`src/rtl/qte_pkg.sv`:
```
// Shared constants, types and tables for the quaternion to Euler angle pipeline.
package qte_pkg;

  // Iteration counts of the pipelined units
  localparam int CORDIC_STEPS = 16;
  localparam int SQRT_STEPS   = 29;
  localparam int DIV_STEPS    = 15;

  // Widths
  localparam int NUM_W = 34;  // atan2 arguments, scale 2^28
  localparam int S_W   = 30;  // clamped asin argument
  localparam int RAD_W = 57;  // 2^56 - s*s
  localparam int C_W   = 29;  // sqrt result
  localparam int X_W   = 37;  // CORDIC vector
  localparam int Z_W   = 28;  // CORDIC angle, scale 2^24
  localparam int MAX_W = 15;

  // Constants
  localparam logic signed [Z_W-1:0]   ANG_PI      = Z_W'(52707179);
  localparam logic signed [NUM_W-1:0] ONE_Q28     = NUM_W'(268435456);
  localparam logic [RAD_W-1:0]        ONE_Q56     = RAD_W'(1) << 56;
  localparam logic signed [16:0]      ANGLE_LIMIT = 17'sd25736;
  localparam logic signed [16:0]      PITCH_LIMIT = 17'sd12868;
  localparam logic [15:0]             FULL_SCALE  = 16'd16384;

  // Register map
  localparam logic [1:0] REG_MAX_YAW   = 2'd0;
  localparam logic [1:0] REG_MAX_PITCH = 2'd1;
  localparam logic [1:0] REG_MAX_ROLL  = 2'd2;

  // atan2 arguments, asin argument
  typedef struct packed {
    logic signed [NUM_W-1:0] yaw_y;
    logic signed [NUM_W-1:0] yaw_x;
    logic signed [NUM_W-1:0] roll_y;
    logic signed [NUM_W-1:0] roll_x;
    logic signed [S_W-1:0]   s;
  } side_t;

  // Angles in Q3.13
  typedef struct packed {
    logic signed [15:0] yaw;
    logic signed [14:0] pitch;
    logic signed [15:0] roll;
  } ang_t;

  // Arctangent table, scale 2^24
  function automatic logic signed [Z_W-1:0] atan_entry(input int i);
    logic signed [Z_W-1:0] r;
    case (i)
      0:  r = Z_W'(13176795);
      1:  r = Z_W'(7778716);
      2:  r = Z_W'(4110060);
      3:  r = Z_W'(2086331);
      4:  r = Z_W'(1047214);
      5:  r = Z_W'(524117);
      6:  r = Z_W'(262123);
      7:  r = Z_W'(131069);
      8:  r = Z_W'(65536);
      9:  r = Z_W'(32768);
      10: r = Z_W'(16384);
      11: r = Z_W'(8192);
      12: r = Z_W'(4096);
      13: r = Z_W'(2048);
      14: r = Z_W'(1024);
      15: r = Z_W'(512);
      16: r = Z_W'(256);
      17: r = Z_W'(128);
      18: r = Z_W'(64);
      19: r = Z_W'(32);
      20: r = Z_W'(16);
      21: r = Z_W'(8);
      22: r = Z_W'(4);
      23: r = Z_W'(2);
      default: r = '0;
    endcase
    return r;
  endfunction

endpackage

```
`src/rtl/qte_scale.sv`:
```
// Three-lane pipelined restoring divider: angle / max, rounded and saturated to Q1.14.
module qte_scale (
  input  logic                      clk,
  input  logic                      rst,
  input  logic                      en,
  input  logic                      in_valid,
  input  qte_pkg::ang_t             in_ang,
  input  logic [qte_pkg::MAX_W-1:0] max_yaw,
  input  logic [qte_pkg::MAX_W-1:0] max_pitch,
  input  logic [qte_pkg::MAX_W-1:0] max_roll,
  output logic                      out_valid,
  output qte_pkg::ang_t             out_ang,
  output logic signed [15:0]        yaw_scaled,
  output logic signed [15:0]        pitch_scaled,
  output logic signed [15:0]        roll_scaled
);
  import qte_pkg::*;

  localparam int LANES = 3;
  localparam int RW = 32;

  // stage 0 is setup, stages 1..DIV_STEPS one quotient bit each
  logic [RW-1:0]        rem  [0:DIV_STEPS][0:LANES-1];
  logic [MAX_W:0]       dv   [0:DIV_STEPS][0:LANES-1];
  logic [DIV_STEPS-1:0] quo  [0:DIV_STEPS][0:LANES-1];
  logic                 neg  [0:DIV_STEPS][0:LANES-1];
  logic                 nz   [0:DIV_STEPS][0:LANES-1];
  logic                 mz   [0:DIV_STEPS][0:LANES-1];
  logic                 sat  [0:DIV_STEPS][0:LANES-1];
  ang_t                 angs [0:DIV_STEPS];
  logic [DIV_STEPS+1:0] vld;
  ang_t                 ang_out;
  logic signed [15:0]   scl [0:LANES-1];

  logic signed [15:0]   la [0:LANES-1];
  logic [MAX_W-1:0]     lm [0:LANES-1];
  logic [RW-1:0]        rem0_next [0:LANES-1];
  logic [MAX_W:0]       dv0_next  [0:LANES-1];
  logic                 sat0_next [0:LANES-1];
  logic [RW-1:0]        rem_next [1:DIV_STEPS][0:LANES-1];
  logic [DIV_STEPS-1:0] quo_next [1:DIV_STEPS][0:LANES-1];
  logic signed [15:0]   scl_next [0:LANES-1];

  assign la[0] = in_ang.yaw;
  assign la[1] = 16'(in_ang.pitch);
  assign la[2] = in_ang.roll;
  assign lm[0] = max_yaw;
  assign lm[1] = max_pitch;
  assign lm[2] = max_roll;

  // numerator mag*32768 + m over divisor 2m; overflow past 15 quotient bits saturates
  always_comb begin
    logic [MAX_W-1:0] mag;
    for (int l = 0; l < LANES; l++) begin
      mag = la[l][15] ? MAX_W'(-la[l]) : MAX_W'(la[l]);
      rem0_next[l] = {2'b00, mag, 15'd0} + RW'(lm[l]);
      dv0_next[l]  = {lm[l], 1'b0};
      sat0_next[l] = rem0_next[l] >= (RW'(dv0_next[l]) << DIV_STEPS);
    end
  end

  // restoring division steps
  always_comb begin
    logic [RW-1:0] dsh;
    for (int k = 1; k <= DIV_STEPS; k++) begin
      for (int l = 0; l < LANES; l++) begin
        dsh = RW'(dv[k-1][l]) << (DIV_STEPS - k);
        quo_next[k][l] = quo[k-1][l];
        if (rem[k-1][l] >= dsh) begin
          rem_next[k][l] = rem[k-1][l] - dsh;
          quo_next[k][l][DIV_STEPS-k] = 1'b1;
        end else begin
          rem_next[k][l] = rem[k-1][l];
        end
      end
    end
  end

  // saturate and apply the sign; a zero maximum gives the sign of the angle
  always_comb begin
    logic [15:0] q;
    for (int l = 0; l < LANES; l++) begin
      if (mz[DIV_STEPS][l]) begin
        q = nz[DIV_STEPS][l] ? FULL_SCALE : '0;
      end else if (sat[DIV_STEPS][l] || (16'(quo[DIV_STEPS][l]) > FULL_SCALE)) begin
        q = FULL_SCALE;
      end else begin
        q = 16'(quo[DIV_STEPS][l]);
      end
      scl_next[l] = neg[DIV_STEPS][l] ? -$signed(q) : $signed(q);
    end
  end

  always_ff @(posedge clk) begin
    if (rst) begin
      vld <= '0;
    end else if (en) begin
      vld <= {vld[DIV_STEPS:0], in_valid};
    end
  end

  always_ff @(posedge clk) begin
    if (en) begin
      angs[0] <= in_ang;
      for (int l = 0; l < LANES; l++) begin
        rem[0][l] <= rem0_next[l];
        dv[0][l]  <= dv0_next[l];
        quo[0][l] <= '0;
        neg[0][l] <= la[l][15];
        nz[0][l]  <= la[l] != '0;
        mz[0][l]  <= lm[l] == '0;
        sat[0][l] <= sat0_next[l];
        for (int k = 1; k <= DIV_STEPS; k++) begin
          rem[k][l] <= rem_next[k][l];
          quo[k][l] <= quo_next[k][l];
          dv[k][l]  <= dv[k-1][l];
          neg[k][l] <= neg[k-1][l];
          nz[k][l]  <= nz[k-1][l];
          mz[k][l]  <= mz[k-1][l];
          sat[k][l] <= sat[k-1][l];
        end
        scl[l] <= scl_next[l];
      end
      for (int k = 1; k <= DIV_STEPS; k++) begin
        angs[k] <= angs[k-1];
      end
      ang_out <= angs[DIV_STEPS];
    end
  end

  assign out_valid    = vld[DIV_STEPS+1];
  assign out_ang      = ang_out;
  assign yaw_scaled   = scl[0];
  assign pitch_scaled = scl[1];
  assign roll_scaled  = scl[2];

endmodule

```
`config.mk`:
```
export PLATFORM = sky130hd
export DESIGN_NAME = qte_scale
export DESIGN_NICKNAME = d
export VERILOG_FILES = /design/src/rtl/qte_pkg.sv /design/src/rtl/qte_scale.sv
export SDC_FILE = /design/constraint.sdc
export NUM_CORES = 2
export LEC_CHECK = 0
export BUFFER_PORTS_ARGS = -buffer_cell sky130_fd_sc_hd__buf_2
export CAP_MARGIN = 20
export CORE_MARGIN = 5
export CORE_UTILIZATION = 45
export CTS_CLUSTER_DIAMETER = 200
export DETAILED_ROUTE_END_ITERATION = 12
export PLACE_DENSITY = 0.67
export SYNTH_ARGS = -nofsm -noshare
export SYNTH_HDL_FRONTEND = slang
export SYNTH_SLANG_ARGS = --single-unit
```
`constraint.sdc`:
```
create_clock -name clk -period 9.2 [get_ports clk]
set_clock_uncertainty 0.15 [all_clocks]
set_input_delay 0.92 -clock clk [delete_from_list [all_inputs] [get_ports clk]]
set_output_delay 0.92 -clock clk [all_outputs]
set_load 0.005 [all_outputs]
```
==> results.sh <==
export IMPL_syn_inst=10740
export IMPL_yosys_warnings=0
export IMPL_fin_tns_setup_ns=0
export IMPL_clock_tree_root_cell="clkbuf_16"
export IMPL_worst_slew_pin_slew_ns=1.139
export IMPL_synthFlopType="edfxtp_1"
export IMPL_gp_congestion=0.9289
export IMPL_drive_gt1_share_pct=8.279
export IMPL_num_rows=206
export IMPL_cellPowerDensity_nw_per_um2=278.3
export IMPL_drc_errors=0
export IMPL_synth_edf_count=3055
export IMPL_path_cells="ha_1 > or4_1 > or4_1 > or4_1 > a211o_1 > or3_1 > o21ai_2 > buf_4 > o21bai_2 > nor4_1 > xor2_1"
export IMPL_port_buffers=191
export IMPL_cts_tree="yes"
export IMPL_final_util_pct=50.62
export IMPL_cap_violations=0
export IMPL_grt_pass1_wl_mm=438.2
export IMPL_grt_start_max_net_pins=196
export IMPL_fin_crit_ns=4.449
export IMPL_p_leak_nw=59.40
export IMPL_drt_iter0_markers=5601
export IMPL_grt_overflow=0
export IMPL_slew_violations=0
export IMPL_core_sq_um=314500
export IMPL_maxSlewHeadroom_pct=23.07
export IMPL_crit_top_cell="or4_1"
export IMPL_die_area_sq_um=326500
export IMPL_max_freq_mhz=224.8
export IMPL_cp_start_kind="flop"
export IMPL_die_h_microns=571.4
export IMPL_wire_per_inst_microns=17.35
export IMPL_critPathSlowestCell="or4_1"
export IMPL_hpwl_mm=197.7
export IMPL_synth_cell_types=86
export IMPL_synth_area_sq_um=141800
export IMPL_htreeDepth=5
export IMPL_antenna_found_initial=30
export IMPL_yosysSeqAreaShare_pct=64.92
export IMPL_ant_nets=0
export IMPL_cts_made_buffers=323
export IMPL_final_common_cell="edfxtp_1"
export IMPL_vias=82580
export IMPL_wl_mm=271.1
export IMPL_grtUsageTotal_pct=16.39
export IMPL_arrival_ns=4.90
export IMPL_synth_nets=11600
export IMPL_r2r_slack_ns=4.75
export IMPL_clk_pin_slew_worst_paths_ns=0.06
export IMPL_final_cell_mix="edfxtp_1 (3,055), inv_1 (889), nor2_1 (745)"
export IMPL_clkLatencyLatePin_ns=0.89
export IMPL_initial_utilization_pct=45.11
export IMPL_cts_sinks=3072
export IMPL_worstPathMaxFanout=34
export IMPL_crit_required_ns=9.65
export IMPL_peakVddDrop_mv=0.2099
export IMPL_endpoint_kind="flop"
export IMPL_die_width_microns=571.4
export IMPL_post_drt_via_cell_ratio=5.287
export IMPL_cts_buffer_depth=4
export IMPL_critPathBufInv=1
export IMPL_fin_nets=12040
export IMPL_drt_pre_antenna_iters=6
export IMPL_hold_path_class="in2reg"
export IMPL_outcome="completed"
export IMPL_syn_avg_cell_area_sq_um=13.21
export IMPL_critPathMaxStageDelay_ns=0.60
export IMPL_finalCritPeriodShare_pct=48.36
export IMPL_grt_pass1_vias=83620
export IMPL_postCtsSetupRepairBufs=0
export IMPL_ios=192
export IMPL_finalHoldViolCount=0
export IMPL_ys_async_sr_fraction_pct=0
export IMPL_path_class="reg2reg"
export IMPL_setup_viol=0
export IMPL_rsz0062_at_grt="no"
export IMPL_cpLargestDelayFamily="simple AND/OR/NAND/NOR gates"
export IMPL_ys_ff_latch=3072
export IMPL_area_growth_synth_to_final_pct=12.23
## per-stage QoR
stage,std cells,total power [mW],instance area [sq um],setup slack [ns],hold slack (ns)
floorplan,10740,28.27,141800,5.174,0.2503
global placement,15000,31.01,148200,4.673,0.2506
CTS,15590,44.67,159100,4.696,0.004567
detailed placement,15000,31.43,148200,4.646,0.2545
finish,15620,44.29,159200,4.751,0.1020
global route,15610,46.93,159200,4.495,0.04010
## sequential cells by signal, indices dropped and copies added, names as in the netlist, 17 cells and up
register and count:
angs 737, dv 273, mz 48, nz 48
out_ang 47, quo 360, rem 1431, sat 48
scl 48, vld 17
## synth_stat cells (138+ instances only)
| library cell | instances | area share, % |
|---|---|---|
| a21o_1 | 199 | 1.1 |
| o21ai_0 | 604 | 2.1 |
| xor2_1 | 404 | 2.5 |
| ha_1 | 720 | 6.4 |
| nor2_1 | 745 | 2.0 |
| inv_1 | 889 | 2.4 |
| xnor2_1 | 450 | 2.8 |
| nand2_1 | 644 | 1.7 |
| nor2b_1 | 138 | 0.61 |
| mux2_2 | 142 | 1.1 |
| edfxtp_1 | 3055 | 65 |
| nor4_1 | 143 | 0.63 |
| nand3_1 | 141 | 0.50 |
| nor3_1 | 226 | 0.80 |
| a21oi_1 | 655 | 2.3 |
## timing repair
item / 4_1_cts / 5_1_grt
resized for setup: 0 / 0
hold buffers: 5 / 0
setup endpoints to repair: 0 / 0
hold endpoints to repair: 5 / 0
## routing by layer
| layer | share of wire, % | wire length, microns | track usage, % | up-vias |
|---|---|---|---|---|
| met5 | 0.018 | 48 | 0 | - |
| met4 | 3.7 | 10010 | 6.014 | 8 |
| met3 | 4.2 | 11310 | 2.655 | 584 |
| met2 | 49 | 131600 | 28.11 | 1863 |
| met1 | 44 | 118100 | 21.03 | 39220 |
| li1 | - | - | - | 40900 |
## where the power goes
| group | switching [mW] | internal (mW) |
|---|---|---|
| combinational | 6.35 | 4.98 |
| sequential | 1.47 | 18.5 |
| clock | 5.28 | 7.72 |
| total | 13.1 | 31.2 |
## cell families after synthesis
| logic type | Yosys count | synth area share [%] |
|---|---|---|
| adder cells (fa/ha/maj) | 762 | 6.944 |
| AND/OR/NAND/NOR | 2707 | 9.487 |
| AO/OA/AOI/OAI | 2134 | 9.276 |
| buffers and inverters | 1038 | 2.762 |
| flip-flops | 3072 | 64.92 |
| multiplexers | 172 | 1.339 |
| XOR/XNOR | 854 | 5.273 |
## final timing paths
check,startpoint,end,cells after the start
worst max-delay path,rem[1][433],rem[1][538],11
worst min-delay path,max_pitch[0],rem[0][32],1
worst max register to register,rem[1][433],rem[1][538],11
worst min register to register,angs[5][29],angs[6][29],0
## cell type report
class                   count  area (sq um)
diodes                     20         50.05
clock buffers             384          8418
clock inverters           202          2386
fillers                 26180        155300
inverters                 890          3341
multi-input cells        6629         45980
flip-flops and latches   3072         92080
well taps                4160          5205
repair buffers            262          1715
No activity file was read; power rests on OpenSTA's default activity.
